[config.mk]
export PLATFORM = sky130hd
export DESIGN_NAME = unix_time_to_bcd_calendar_flat
export DESIGN_NICKNAME = d
export VERILOG_FILES = /design/src/sv/utbc_pkg.sv /design/src/sv/utbc_if.sv /design/src/sv/utbc_ctrl.sv /design/src/sv/utbc_split.sv /design/src/sv/utbc_clock.sv /design/src/sv/utbc_cal.sv /design/src/sv/unix_time_to_bcd_calendar.sv /design/src/flat_wrapper.sv
export SDC_FILE = /design/constraint.sdc
export NUM_CORES = 2
export LEC_CHECK = 0
export BUFFER_PORTS_ARGS = -buffer_cell sky130_fd_sc_hd__buf_2
export CORE_MARGIN = 2
export CORE_UTILIZATION = 45
export CTS_CLUSTER_DIAMETER = 50
export CTS_CLUSTER_SIZE = 28
export DETAILED_ROUTE_END_ITERATION = 10
export PLACE_DENSITY = 0.72
export SETUP_SLACK_MARGIN = 0.3
export SYNTH_ARGS = -nofsm -noshare
export SYNTH_HDL_FRONTEND = slang
export SYNTH_HIERARCHICAL = 1
export SYNTH_SLANG_ARGS = --single-unit
[constraint.sdc]
create_clock -name i_clk -period 12.35 [get_ports i_clk]
set_input_delay 3.705 -clock i_clk [delete_from_list [all_inputs] [get_ports i_clk]]
set_output_delay 3.705 -clock i_clk [all_outputs]
set_load 0.01 [all_outputs]
[src/sv/utbc_pkg.sv]
`default_nettype none

package utbc_pkg;

    // Pipeline depth, from input register to output register
    localparam int STG_N = 8;

    // Accepted UTC range of the input seconds
    localparam logic [32:0] EPOCH_MIN = 33'd946684800;
    localparam logic [32:0] EPOCH_MAX = 33'd4102444799;

    // Local time is counted from 2000-01-01 00:00:00; years 2000..2099 span REL_LIM seconds
    localparam logic signed [34:0] REL_BASE = 35'sd946684800;
    localparam logic [31:0]        REL_LIM  = 32'd3155760000;

    // Day split: seconds >> 7, then divide by 675 through a reciprocal (exact below 2^25)
    localparam logic [16:0] SECS_DAY   = 17'd86400;
    localparam logic [25:0] RECIP_D675 = 26'd50903317;

    // Hour and minute split
    localparam logic [11:0] SECS_HOUR   = 12'd3600;
    localparam logic [17:0] RECIP_D3600 = 18'd149131;
    localparam logic [12:0] RECIP_D60   = 13'd4370;
    localparam logic [5:0]  SECS_MIN    = 6'd60;

    // Days are rebased to 1996-03-01: four-year blocks end on a leap day
    localparam logic [15:0] DAY_SHIFT   = 16'd1401;
    localparam logic [10:0] DAYS_QUAD   = 11'd1461;
    localparam logic [16:0] RECIP_D1461 = 17'd91868;
    localparam logic [8:0]  DAYS_YEAR   = 9'd365;

    // Weekday: day 0 (2000-01-01) is a Saturday
    localparam logic [15:0] WDAY_SHIFT = 16'd6;
    localparam logic [16:0] RECIP_D7   = 17'd74899;
    localparam logic [2:0]  DAYS_WEEK  = 3'd7;

    // Time of day, rebased day counts and reject flag after the split
    typedef struct packed {
        logic        bad;
        logic [16:0] tod;
        logic [15:0] z;
        logic [15:0] wdx;
    } t_split;

    typedef struct packed {
        logic [4:0] hour;
        logic [5:0] min;
        logic [5:0] sec;
    } t_hms;

    typedef struct packed {
        logic       bad;
        logic [6:0] year;
        logic [3:0] month;
        logic [4:0] day;
        logic [2:0] wday;
    } t_ymd;

    // First day of each month in a year that starts on March 1
    function automatic logic [8:0] month_start(input logic [3:0] mp);
        logic [8:0] s;
        case (mp)
            4'd0:    s = 9'd0;
            4'd1:    s = 9'd31;
            4'd2:    s = 9'd61;
            4'd3:    s = 9'd92;
            4'd4:    s = 9'd122;
            4'd5:    s = 9'd153;
            4'd6:    s = 9'd184;
            4'd7:    s = 9'd214;
            4'd8:    s = 9'd245;
            4'd9:    s = 9'd275;
            4'd10:   s = 9'd306;
            4'd11:   s = 9'd337;
            default: s = 9'd0;
        endcase
        return s;
    endfunction

    // Month index (0 = March) of a day of year
    function automatic logic [3:0] month_of(input logic [8:0] doy);
        logic [3:0] mp;
        mp = 4'd0;
        for (int i = 1; i < 12; i++) begin
            if (doy >= month_start(4'(i))) begin
                mp = 4'(i);
            end
        end
        return mp;
    endfunction

    // Two BCD digits of a value below 100
    function automatic logic [7:0] bcd2(input logic [6:0] v);
        logic [14:0] p;
        logic [3:0]  q;
        logic [6:0]  r;
        p = 15'(v) * 15'd205;
        q = p[14:11];
        r = v - 7'(q) * 7'd10;
        return {q, r[3:0]};
    endfunction

endpackage

`default_nettype wire

[src/sv/utbc_if.sv]
`default_nettype none

interface utbc_in_if;
    logic               valid;
    logic               ready;
    logic [32:0]        epoch_seconds;
    logic signed [15:0] zone_offset_minutes;

    modport source (output valid, output epoch_seconds, output zone_offset_minutes,
                    input ready);
    modport sink   (input valid, input epoch_seconds, input zone_offset_minutes,
                    output ready);
endinterface

interface utbc_out_if;
    logic       valid;
    logic       ready;
    logic       status;
    logic [6:0] secs_bcd;
    logic [6:0] mins_bcd;
    logic [5:0] hrs_bcd;
    logic [6:0] weekday_onehot;
    logic [5:0] day_bcd;
    logic [4:0] month_bcd;
    logic [7:0] year_bcd;

    modport source (output valid, output status, output secs_bcd, output mins_bcd,
                    output hrs_bcd, output weekday_onehot, output day_bcd,
                    output month_bcd, output year_bcd, input ready);
    modport sink   (input valid, input status, input secs_bcd, input mins_bcd,
                    input hrs_bcd, input weekday_onehot, input day_bcd,
                    input month_bcd, input year_bcd, output ready);
endinterface

`default_nettype wire

[src/sv/utbc_ctrl.sv]
`default_nettype none

module utbc_ctrl (
    input  wire logic                       i_clk,
    input  wire logic                       i_rst_n,
    input  wire logic                       i_in_valid,
    input  wire logic                       i_out_ready,
    output logic [utbc_pkg::STG_N-1:0]      o_en,
    output logic                            o_in_ready,
    output logic                            o_out_valid
);

    logic [utbc_pkg::STG_N-1:0] r_vld;

    // A stage loads when it is empty or its successor loads
    always_comb begin
        o_en[utbc_pkg::STG_N-1] = !r_vld[utbc_pkg::STG_N-1] || i_out_ready;
        for (int k = utbc_pkg::STG_N - 2; k >= 0; k--) begin
            o_en[k] = !r_vld[k] || o_en[k+1];
        end
    end

    assign o_in_ready  = o_en[0];
    assign o_out_valid = r_vld[utbc_pkg::STG_N-1];

    // Advance valid bits with the data
    always_ff @(posedge i_clk) begin
        if (!i_rst_n) begin
            r_vld <= '0;
        end else begin
            if (o_en[0]) begin
                r_vld[0] <= i_in_valid;
            end
            for (int k = 1; k < utbc_pkg::STG_N; k++) begin
                if (o_en[k]) begin
                    r_vld[k] <= r_vld[k-1];
                end
            end
        end
    end

endmodule

`default_nettype wire

[src/sv/utbc_split.sv]
`default_nettype none

module utbc_split (
    input  wire logic               i_clk,
    input  wire logic [2:0]         i_en,
    input  wire logic [32:0]        i_epoch,
    input  wire logic signed [15:0] i_zone,
    output utbc_pkg::t_split        o_sp
);

    localparam logic signed [34:0] REL_BASE_S = utbc_pkg::REL_BASE;

    logic signed [34:0] w_zext;
    logic signed [34:0] n_rel;
    logic               n_bad_ep;
    logic signed [34:0] r1_rel;
    logic               r1_bad_ep;

    logic               n_bad;
    logic [50:0]        w_dprod;
    logic               r2_bad;
    logic [31:0]        r2_rel;
    logic [15:0]        r2_days;

    logic [32:0]        w_dsec;
    logic [31:0]        w_tod;
    utbc_pkg::t_split   n_sp;
    utbc_pkg::t_split   r3_sp;

    // Stage 1: apply the offset, rebase to 2000-01-01 and check the epoch range
    always_comb begin
        w_zext   = $signed({{19{i_zone[15]}}, i_zone});
        n_rel    = $signed({2'b00, i_epoch}) + (w_zext <<< 6) - (w_zext <<< 2) - REL_BASE_S;
        n_bad_ep = (i_epoch < utbc_pkg::EPOCH_MIN) || (i_epoch > utbc_pkg::EPOCH_MAX);
    end

    always_ff @(posedge i_clk) begin
        if (i_en[0]) begin
            r1_rel    <= n_rel;
            r1_bad_ep <= n_bad_ep;
        end
    end

    // Stage 2: check the local year range and take the day count
    always_comb begin
        n_bad   = r1_bad_ep || r1_rel[34] ||
                  (r1_rel[33:0] >= {2'b00, utbc_pkg::REL_LIM});
        w_dprod = 51'(r1_rel[31:7]) * 51'(utbc_pkg::RECIP_D675);
    end

    always_ff @(posedge i_clk) begin
        if (i_en[1]) begin
            r2_bad  <= n_bad;
            r2_rel  <= r1_rel[31:0];
            r2_days <= w_dprod[50:35];
        end
    end

    // Stage 3: time of day and rebased day counts
    always_comb begin
        w_dsec    = 33'(r2_days) * 33'(utbc_pkg::SECS_DAY);
        w_tod     = r2_rel - w_dsec[31:0];
        n_sp.bad  = r2_bad;
        n_sp.tod  = w_tod[16:0];
        n_sp.z    = r2_days + utbc_pkg::DAY_SHIFT;
        n_sp.wdx  = r2_days + utbc_pkg::WDAY_SHIFT;
    end

    always_ff @(posedge i_clk) begin
        if (i_en[2]) begin
            r3_sp <= n_sp;
        end
    end

    assign o_sp = r3_sp;

endmodule

`default_nettype wire

[src/sv/utbc_clock.sv]
`default_nettype none

module utbc_clock (
    input  wire logic         i_clk,
    input  wire logic [3:0]   i_en,
    input  wire logic [16:0]  i_tod,
    output utbc_pkg::t_hms    o_hms
);

    logic [34:0]    w_hprod;
    logic [16:0]    r4_tod;
    logic [4:0]     r4_hour;

    logic [16:0]    w_hsec;
    logic [16:0]    w_remh;
    logic [11:0]    r5_remh;
    logic [4:0]     r5_hour;

    logic [24:0]    w_mprod;
    logic [11:0]    r6_remh;
    logic [5:0]     r6_min;
    logic [4:0]     r6_hour;

    logic [11:0]    w_msec;
    logic [11:0]    w_sec;
    utbc_pkg::t_hms r7_hms;

    // Stage 4: hour estimate by reciprocal
    assign w_hprod = 35'(i_tod) * 35'(utbc_pkg::RECIP_D3600);

    always_ff @(posedge i_clk) begin
        if (i_en[0]) begin
            r4_tod  <= i_tod;
            r4_hour <= w_hprod[33:29];
        end
    end

    // Stage 5: seconds left in the hour
    always_comb begin
        w_hsec = 17'(r4_hour) * 17'(utbc_pkg::SECS_HOUR);
        w_remh = r4_tod - w_hsec;
    end

    always_ff @(posedge i_clk) begin
        if (i_en[1]) begin
            r5_remh <= w_remh[11:0];
            r5_hour <= r4_hour;
        end
    end

    // Stage 6: minute by reciprocal
    assign w_mprod = 25'(r5_remh) * 25'(utbc_pkg::RECIP_D60);

    always_ff @(posedge i_clk) begin
        if (i_en[2]) begin
            r6_remh <= r5_remh;
            r6_min  <= w_mprod[23:18];
            r6_hour <= r5_hour;
        end
    end

    // Stage 7: seconds left in the minute
    always_comb begin
        w_msec = 12'(r6_min) * 12'(utbc_pkg::SECS_MIN);
        w_sec  = r6_remh - w_msec;
    end

    always_ff @(posedge i_clk) begin
        if (i_en[3]) begin
            r7_hms.hour <= r6_hour;
            r7_hms.min  <= r6_min;
            r7_hms.sec  <= w_sec[5:0];
        end
    end

    assign o_hms = r7_hms;

endmodule

`default_nettype wire

[src/sv/utbc_cal.sv]
`default_nettype none

module utbc_cal (
    input  wire logic         i_clk,
    input  wire logic [3:0]   i_en,
    input  wire logic         i_bad,
    input  wire logic [15:0]  i_z,
    input  wire logic [15:0]  i_wdx,
    output utbc_pkg::t_ymd    o_ymd
);

    logic [32:0]    w_qprod;
    logic [32:0]    w_wprod;
    logic           r4_bad;
    logic [15:0]    r4_z;
    logic [4:0]     r4_q4;
    logic [15:0]    r4_wdx;
    logic [12:0]    r4_wq;

    logic [15:0]    w_qday;
    logic [15:0]    w_r4;
    logic [15:0]    w_wday;
    logic [15:0]    w_wd;
    logic           r5_bad;
    logic [10:0]    r5_r4;
    logic [4:0]     r5_q4;
    logic [2:0]     r5_wd;

    logic [1:0]     w_yoe;
    logic [10:0]    w_doy;
    logic           r6_bad;
    logic [8:0]     r6_doy;
    logic [6:0]     r6_ysum;
    logic [2:0]     r6_wd;

    logic [3:0]     w_mp;
    logic [8:0]     w_dom;
    utbc_pkg::t_ymd n_ymd;
    utbc_pkg::t_ymd r7_ymd;

    // Stage 4: four-year block and week estimates by reciprocal
    always_comb begin
        w_qprod = 33'(i_z) * 33'(utbc_pkg::RECIP_D1461);
        w_wprod = 33'(i_wdx) * 33'(utbc_pkg::RECIP_D7);
    end

    always_ff @(posedge i_clk) begin
        if (i_en[0]) begin
            r4_bad <= i_bad;
            r4_z   <= i_z;
            r4_q4  <= w_qprod[31:27];
            r4_wdx <= i_wdx;
            r4_wq  <= w_wprod[31:19];
        end
    end

    // Stage 5: day within the block, weekday
    always_comb begin
        w_qday = 16'(r4_q4) * 16'(utbc_pkg::DAYS_QUAD);
        w_r4   = r4_z - w_qday;
        w_wday = 16'(r4_wq) * 16'(utbc_pkg::DAYS_WEEK);
        w_wd   = r4_wdx - w_wday;
    end

    always_ff @(posedge i_clk) begin
        if (i_en[1]) begin
            r5_bad <= r4_bad;
            r5_r4  <= w_r4[10:0];
            r5_q4  <= r4_q4;
            r5_wd  <= w_wd[2:0];
        end
    end

    // Stage 6: year within the block (the leap day closes the block)
    always_comb begin
        if (r5_r4 >= 11'd1095) begin
            w_yoe = 2'd3;
        end else if (r5_r4 >= 11'd730) begin
            w_yoe = 2'd2;
        end else if (r5_r4 >= 11'd365) begin
            w_yoe = 2'd1;
        end else begin
            w_yoe = 2'd0;
        end
        w_doy = r5_r4 - 11'(w_yoe) * 11'(utbc_pkg::DAYS_YEAR);
    end

    always_ff @(posedge i_clk) begin
        if (i_en[2]) begin
            r6_bad  <= r5_bad;
            r6_doy  <= w_doy[8:0];
            r6_ysum <= {r5_q4, 2'b00} + 7'(w_yoe);
            r6_wd   <= r5_wd;
        end
    end

    // Stage 7: month and day; January and February belong to the next year
    always_comb begin
        w_mp        = utbc_pkg::month_of(r6_doy);
        w_dom       = r6_doy - utbc_pkg::month_start(w_mp) + 9'd1;
        n_ymd.bad   = r6_bad;
        n_ymd.day   = w_dom[4:0];
        n_ymd.wday  = r6_wd;
        if (w_mp < 4'd10) begin
            n_ymd.month = w_mp + 4'd3;
            n_ymd.year  = r6_ysum - 7'd4;
        end else begin
            n_ymd.month = w_mp - 4'd9;
            n_ymd.year  = r6_ysum - 7'd3;
        end
    end

    always_ff @(posedge i_clk) begin
        if (i_en[3]) begin
            r7_ymd <= n_ymd;
        end
    end

    assign o_ymd = r7_ymd;

endmodule

`default_nettype wire

[src/sv/unix_time_to_bcd_calendar.sv]
`default_nettype none

// Channel  Dir  Payload
// i_in     in   epoch_seconds[32:0], zone_offset_minutes[15:0] signed
// o_out    out  status, second/minute/hour/day/month/year BCD, weekday_onehot[6:0]
//
// Eight register stages; one item per cycle unless o_out stalls.
// The depth is set by the chain of reciprocal multiplies (day, hour, minute, block, week).
// Reset clears only the stage valid bits; the datapath has no state between items.
// Each stage holds while full and its successor holds, so a stall on o_out fills
// bubbles first and then backs up to i_in.ready without dropping or repeating items.

module unix_time_to_bcd_calendar (
    input  wire logic    i_clk,
    input  wire logic    i_rst_n,
    utbc_in_if.sink      i_in,
    utbc_out_if.source   o_out
);

    logic [utbc_pkg::STG_N-1:0] w_en;
    logic                       w_out_valid;
    utbc_pkg::t_split           w_sp;
    utbc_pkg::t_hms             w_hms;
    utbc_pkg::t_ymd             w_ymd;

    logic                       r_status;
    logic [6:0]                 r_sec;
    logic [6:0]                 r_min;
    logic [5:0]                 r_hour;
    logic [6:0]                 r_wday;
    logic [5:0]                 r_day;
    logic [4:0]                 r_month;
    logic [7:0]                 r_year;

    logic [7:0]                 n_sec;
    logic [7:0]                 n_min;
    logic [7:0]                 n_hour;
    logic [7:0]                 n_day;
    logic [7:0]                 n_month;
    logic [7:0]                 n_year;
    logic [6:0]                 n_wday;

    utbc_ctrl u_ctrl (
        .i_clk       (i_clk),
        .i_rst_n     (i_rst_n),
        .i_in_valid  (i_in.valid),
        .i_out_ready (o_out.ready),
        .o_en        (w_en),
        .o_in_ready  (i_in.ready),
        .o_out_valid (w_out_valid)
    );

    utbc_split u_split (
        .i_clk   (i_clk),
        .i_en    (w_en[2:0]),
        .i_epoch (i_in.epoch_seconds),
        .i_zone  (i_in.zone_offset_minutes),
        .o_sp    (w_sp)
    );

    utbc_clock u_clock (
        .i_clk (i_clk),
        .i_en  (w_en[6:3]),
        .i_tod (w_sp.tod),
        .o_hms (w_hms)
    );

    utbc_cal u_cal (
        .i_clk (i_clk),
        .i_en  (w_en[6:3]),
        .i_bad (w_sp.bad),
        .i_z   (w_sp.z),
        .i_wdx (w_sp.wdx),
        .o_ymd (w_ymd)
    );

    // Output stage: BCD digits and weekday mask, zero on a rejected input
    always_comb begin
        n_sec   = utbc_pkg::bcd2(7'(w_hms.sec));
        n_min   = utbc_pkg::bcd2(7'(w_hms.min));
        n_hour  = utbc_pkg::bcd2(7'(w_hms.hour));
        n_day   = utbc_pkg::bcd2(7'(w_ymd.day));
        n_month = utbc_pkg::bcd2(7'(w_ymd.month));
        n_year  = utbc_pkg::bcd2(w_ymd.year);
        n_wday  = 7'b1 << w_ymd.wday;
    end

    always_ff @(posedge i_clk) begin
        if (w_en[utbc_pkg::STG_N-1]) begin
            r_status <= w_ymd.bad;
            if (w_ymd.bad) begin
                r_sec   <= '0;
                r_min   <= '0;
                r_hour  <= '0;
                r_wday  <= '0;
                r_day   <= '0;
                r_month <= '0;
                r_year  <= '0;
            end else begin
                r_sec   <= n_sec[6:0];
                r_min   <= n_min[6:0];
                r_hour  <= n_hour[5:0];
                r_wday  <= n_wday;
                r_day   <= n_day[5:0];
                r_month <= n_month[4:0];
                r_year  <= n_year;
            end
        end
    end

    assign o_out.valid          = w_out_valid;
    assign o_out.status         = r_status;
    assign o_out.secs_bcd       = r_sec;
    assign o_out.mins_bcd       = r_min;
    assign o_out.hrs_bcd        = r_hour;
    assign o_out.weekday_onehot = r_wday;
    assign o_out.day_bcd        = r_day;
    assign o_out.month_bcd      = r_month;
    assign o_out.year_bcd       = r_year;

endmodule

`default_nettype wire
[src/flat_wrapper.sv]
// flat-port wrapper written by rule: the top's interface ports become plain ports
module unix_time_to_bcd_calendar_flat 
  (i_clk, i_rst_n, i_in_valid, i_in_epoch_seconds, i_in_zone_offset_minutes, i_in_ready, o_out_valid, o_out_status, o_out_secs_bcd, o_out_mins_bcd, o_out_hrs_bcd, o_out_weekday_onehot, o_out_day_bcd, o_out_month_bcd, o_out_year_bcd, o_out_ready);
  utbc_in_if i_in_i ();
  utbc_out_if o_out_i ();
  input  wire logic i_clk;
  input  wire logic i_rst_n;
  input wire logic [$bits(i_in_i.valid)-1:0] i_in_valid;
  input wire logic [$bits(i_in_i.epoch_seconds)-1:0] i_in_epoch_seconds;
  input wire logic [$bits(i_in_i.zone_offset_minutes)-1:0] i_in_zone_offset_minutes;
  output wire logic [$bits(i_in_i.ready)-1:0] i_in_ready;
  output wire logic [$bits(o_out_i.valid)-1:0] o_out_valid;
  output wire logic [$bits(o_out_i.status)-1:0] o_out_status;
  output wire logic [$bits(o_out_i.secs_bcd)-1:0] o_out_secs_bcd;
  output wire logic [$bits(o_out_i.mins_bcd)-1:0] o_out_mins_bcd;
  output wire logic [$bits(o_out_i.hrs_bcd)-1:0] o_out_hrs_bcd;
  output wire logic [$bits(o_out_i.weekday_onehot)-1:0] o_out_weekday_onehot;
  output wire logic [$bits(o_out_i.day_bcd)-1:0] o_out_day_bcd;
  output wire logic [$bits(o_out_i.month_bcd)-1:0] o_out_month_bcd;
  output wire logic [$bits(o_out_i.year_bcd)-1:0] o_out_year_bcd;
  input wire logic [$bits(o_out_i.ready)-1:0] o_out_ready;
  assign i_in_i.valid = i_in_valid;
  assign i_in_i.epoch_seconds = i_in_epoch_seconds;
  assign i_in_i.zone_offset_minutes = i_in_zone_offset_minutes;
  assign i_in_ready = i_in_i.ready;
  assign o_out_valid = o_out_i.valid;
  assign o_out_status = o_out_i.status;
  assign o_out_secs_bcd = o_out_i.secs_bcd;
  assign o_out_mins_bcd = o_out_i.mins_bcd;
  assign o_out_hrs_bcd = o_out_i.hrs_bcd;
  assign o_out_weekday_onehot = o_out_i.weekday_onehot;
  assign o_out_day_bcd = o_out_i.day_bcd;
  assign o_out_month_bcd = o_out_i.month_bcd;
  assign o_out_year_bcd = o_out_i.year_bcd;
  assign o_out_i.ready = o_out_ready;
  unix_time_to_bcd_calendar u_core (.i_clk(i_clk), .i_rst_n(i_rst_n), .i_in(i_in_i), .o_out(o_out_i));
endmodule
==> summary.txt <==
Outcome
  – Outcome: finished, final reports clean

Yosys
  – Synthesized-area fraction occupied by ao, oa, aoi and oai cells: 7.54%
  – Share of the yosys chip area belonging to registers: 21.9%
  – Multiplexer fraction of the synthesized cell area: 0.119%
  – Area fraction of the dominant cell type after synthesis: 29.3%
  – Post-Syn Area per Cell: 10.5 µm²
  – Library cell occupying the most area in the post-synthesis netlist: ha_1
  – Share of flip-flops with an asynchronous set or reset: 0%
  – Post-synthesis xor/xnor area fraction: 4.37%
  – Total number of yosys warnings: 6
  – Number of cells produced by synthesis: 4210
  – Largest family of logic cells by synthesized area: adder cells
  – Synthesized cell area: 44300 µm²
  – Number of enable-type register cells in the synthesized netlist: 318
  – Yosys cell types: 101
  – Most instantiated flip-flop cell in the synthesis netlist: edfxtp_1
  – Share of synthesized cell area in and, or, nand and nor gates: 6.16%
  – FF+latch count, synth: 326
  – Post-Synthesis Net Count: 5762
  – Largest cells by area after synthesis: ha_1 29%, edfxtp_1 22%, fa_1 21%
  – Fraction of the mapped netlist area in adder cells: 50.2%

Global route
  – Maximum number of pins on one net before global-route repair: 51
  – Residual overflow from global routing: 0
  – Via count of the first global-routing pass: 30400
  – Wire length of the first global-routing pass: 146000 µm
  – GRT Util Overall: 17.4%
  – Initial antenna violation count: 0

Drt
  – Final routed wirelength across all metal layers: 84800 µm
  – Via density: 5.04
  – Post-DR wirelength/cell: 15.0 µm
  – First-pass iteration count of the detailed router: 5
  – Routed Antenna Nets: 0
  – Via count: 28500
  – Drt initial violations: 1130
  – Remaining routing DRC violations: 0

CTS
  – TritonCTS clock tree: done
  – CTS Buf Count: 43
  – Setup Fix Bufs, Post-CTS: 0
  – Post-CTS Hold Buffers: 0
  – CTS Root Cell: clkbuf_16
  – Insertion delay of the later-clocked pin in the worst-skew pair: 580 ps
  – Clock Sink Count: 326
  – Largest buffer count on any clock path: 3
  – # resized after CTS: 0
  – H-tree depth reported by CTS: 2
  – CTS clk-pin slew, worst paths: 60 ps

Setup path
  – Critical Path End Type: output pin
  – Required time at the worst-slack endpoint: 8640 ps
  – Cell type of the slowest stage on the worst timing path: and4b_4
  – Crit path arrival time: 4990 ps
  – Worst path cell trace: buf_2 > and4b_4 > inv_4 > nor2_2 > nand3_2 > buf_2
  – Worst reg2reg setup slack: 5300 ps
  – Count of cells along the worst register-to-register path: 22
  – Type of the setup path with the least slack: primary input to output pin
  – Path length in cells of the critical path: 6
  – Dominant delay contributor by cell family on the critical path: simple AND/OR/NAND/NOR gates
  – Buffers and inverters on the worst path: 3
  – Most prevalent standard cell on the critical path: buf_2
  – Highest fanout seen on the critical path: 39
  – Maximum cell stage delay along the critical path: 370 ps
  – Critical path startpoint category: primary input

Timing
  – RSZ-0062 raised after global routing: false
  – Post-layout worst setup margin: 3660 ps
  – Final Setup Violations: 0
  – Slew at the pin closest to its max-slew limit: 1100 ps
  – Hold Violations, Final: 0
  – Time the final worst path needs with I/O delays and setup: 8690 ps
  – Fraction of the cycle the final worst path needs: 70.4%
  – Headroom to the max-slew limit: 26.6%
  – Worst Hold Slack: 401 ps
  – Final-layout setup total negative slack: 0 ps
  – Final count of pins violating max slew: 0
  – Timing-limited maximum frequency: 0.115 GHz
  – Max Clock Skew: 20.5 ps

Finish
  – Layout Cell Area excl Fill: 47800 µm²
  – Most common library cell in the layout ignoring fill and taps: inv_1
  – Area Growth Syn to Fin: 7.88%
  – Number of nets at the end of the flow: 5894
  – Filler Cell Count: 8748
  – Diode insertion count for antenna repair: 0
  – Leading cell types in the layout, fill and taps excluded: 1102 x inv_1, 1035 x ha_1, 464 x fa_1, 318 x edfxtp_1, 156 x xnor2_1
  – Fraction of final layout cells with drive strength greater than 1: 5.51%

Place
  – Placer's final routability congestion estimate: 0.912
  – Detailed Place HPWL: 71900 µm
  – Placement Cell Area: 46300 µm²
  – Port Buffer Count: 101
  – Post-place setup slack: 3660 ps

Min path
  – Tightest Hold Check Type: flop to flop
  – Worst Hold Path Cells: 0

Die
  – Die boundary height: 318 µm
  – # rows: 115
  – Die Width: 318 µm
  – Area enclosed by the die boundary: 101000 µm²
  – Top-level I/O count: 102
  – Core Footprint: 98000 µm²
  – Starting density of the core: 45.2%

Job
  – Max Cap Viol: 0
-- per-stage QoR --
stage	std cells	util (%)
after floorplan	4210	-
after CTS	5663	48.7
final	5663	48.7
after global routing	5663	48.7
after global placement	5584	47.3
after detailed placement	5584	47.3
-- worst reg2reg max path, stage by stage (launching register included) --
cell	delay (ps)
edfxtp_1	600
fa_1	620
inv_1	50
fa_1	510
inv_1	60
fa_1	550
inv_1	60
fa_1	540
inv_1	60
fa_1	540
inv_1	60
fa_1	530
inv_1	40
ha_1	290
ha_1	390
nand2_1	120
or3_1	340
or4_1	540
a221oi_2	370
nor4_2	140
a21oi_4	220
nor2_2	60
xnor2_1	120
-- synthesized netlist by cell type, types with 7 or more instances --
cell type / instances
or2_2: 10
nand3_1: 65
nand4_1: 31
nor2b_1: 23
nor2_1: 133
a21boi_0: 8
nor3_1: 40
inv_1: 1104
o2111ai_1: 9
a21oi_1: 141
clkbuf_1: 11
xnor2_1: 156
nor4_1: 13
fa_1: 464
and3_1: 21
dfxtp_1: 8
o21bai_1: 12
a31oi_1: 16
xor2_1: 57
o21ai_0: 88
nand2b_1: 23
edfxtp_1: 318
or3_1: 11
nand2_1: 118
o21ai_1: 8
ha_1: 1035
o21a_1: 20
and2_1: 11
a211oi_1: 24
a21o_1: 50
o31ai_1: 11
o211ai_1: 19
nor3b_1: 7
-- final timing paths --
kind | start | endpoint
worst min-delay path | u_core/u_cal/r4_bad$_DFFE_PP_ | u_core/u_cal/r5_bad$_DFFE_PP_
worst min register to register | u_core/u_cal/r4_bad$_DFFE_PP_ | u_core/u_cal/r5_bad$_DFFE_PP_
worst max-delay path | o_out_ready | i_in_ready
worst max register to register | u_core/u_split/r1_rel[29]$_DFFE_PP_ | u_core/u_split/r2_days[4]$_DFFE_PP_
-- sequential cells by signal (all words and copies together) (netlist names), 12 cells and up --
| signal | count |
|---|---|
| u_core/u_split/o_sp | 50 |
| u_core/u_split/r1_rel | 35 |
| u_core/u_cal/o_ymd | 20 |
| u_core/u_clock/o_hms | 17 |
| u_core/u_split/r2_rel | 17 |
| u_core/u_split/r2_days | 16 |
| u_core/u_clock/r4_tod | 12 |
| u_core/u_clock/r5_remh | 12 |
-- layer usage --
metal,up-vias,track usage (%),wire [µm]
met5,-,0,0
met4,0,4.90,2300
met3,153,2.03,3080
met2,495,31.3,41900
met1,13700,22.1,37400
li1,14200,-,-
-- cell type report --
| cell class | instances | area [µm²] | area share, % |
|---|---|---|---|
| inverter | 1105 | 4150 | 8.69 |
| clock buffer | 46 | 1090 | 2.28 |
| sequential | 326 | 9710 | 20.3 |
| tap | 1287 | 1610 | 3.37 |
| multi-input combinational | 2757 | 30300 | 63.4 |
| clock inverter | 33 | 335 | 0.702 |
| timing repair buffer | 109 | 566 | 1.18 |
-- cells by family after synthesis --
| group | Yosys count |
|---|---|
| AO/OA/AOI/OAI | 495 |
| adder cells (fa/ha/maj) | 1499 |
| flip-flops | 326 |
| AND/OR/NAND/NOR | 542 |
| XOR/XNOR | 216 |
| buffers and inverters | 1127 |
| multiplexers | 5 |
Power is left out: the tool's default activity adds up to more than one toggle a clock period on the data nets, which glitch-free logic cannot reach.
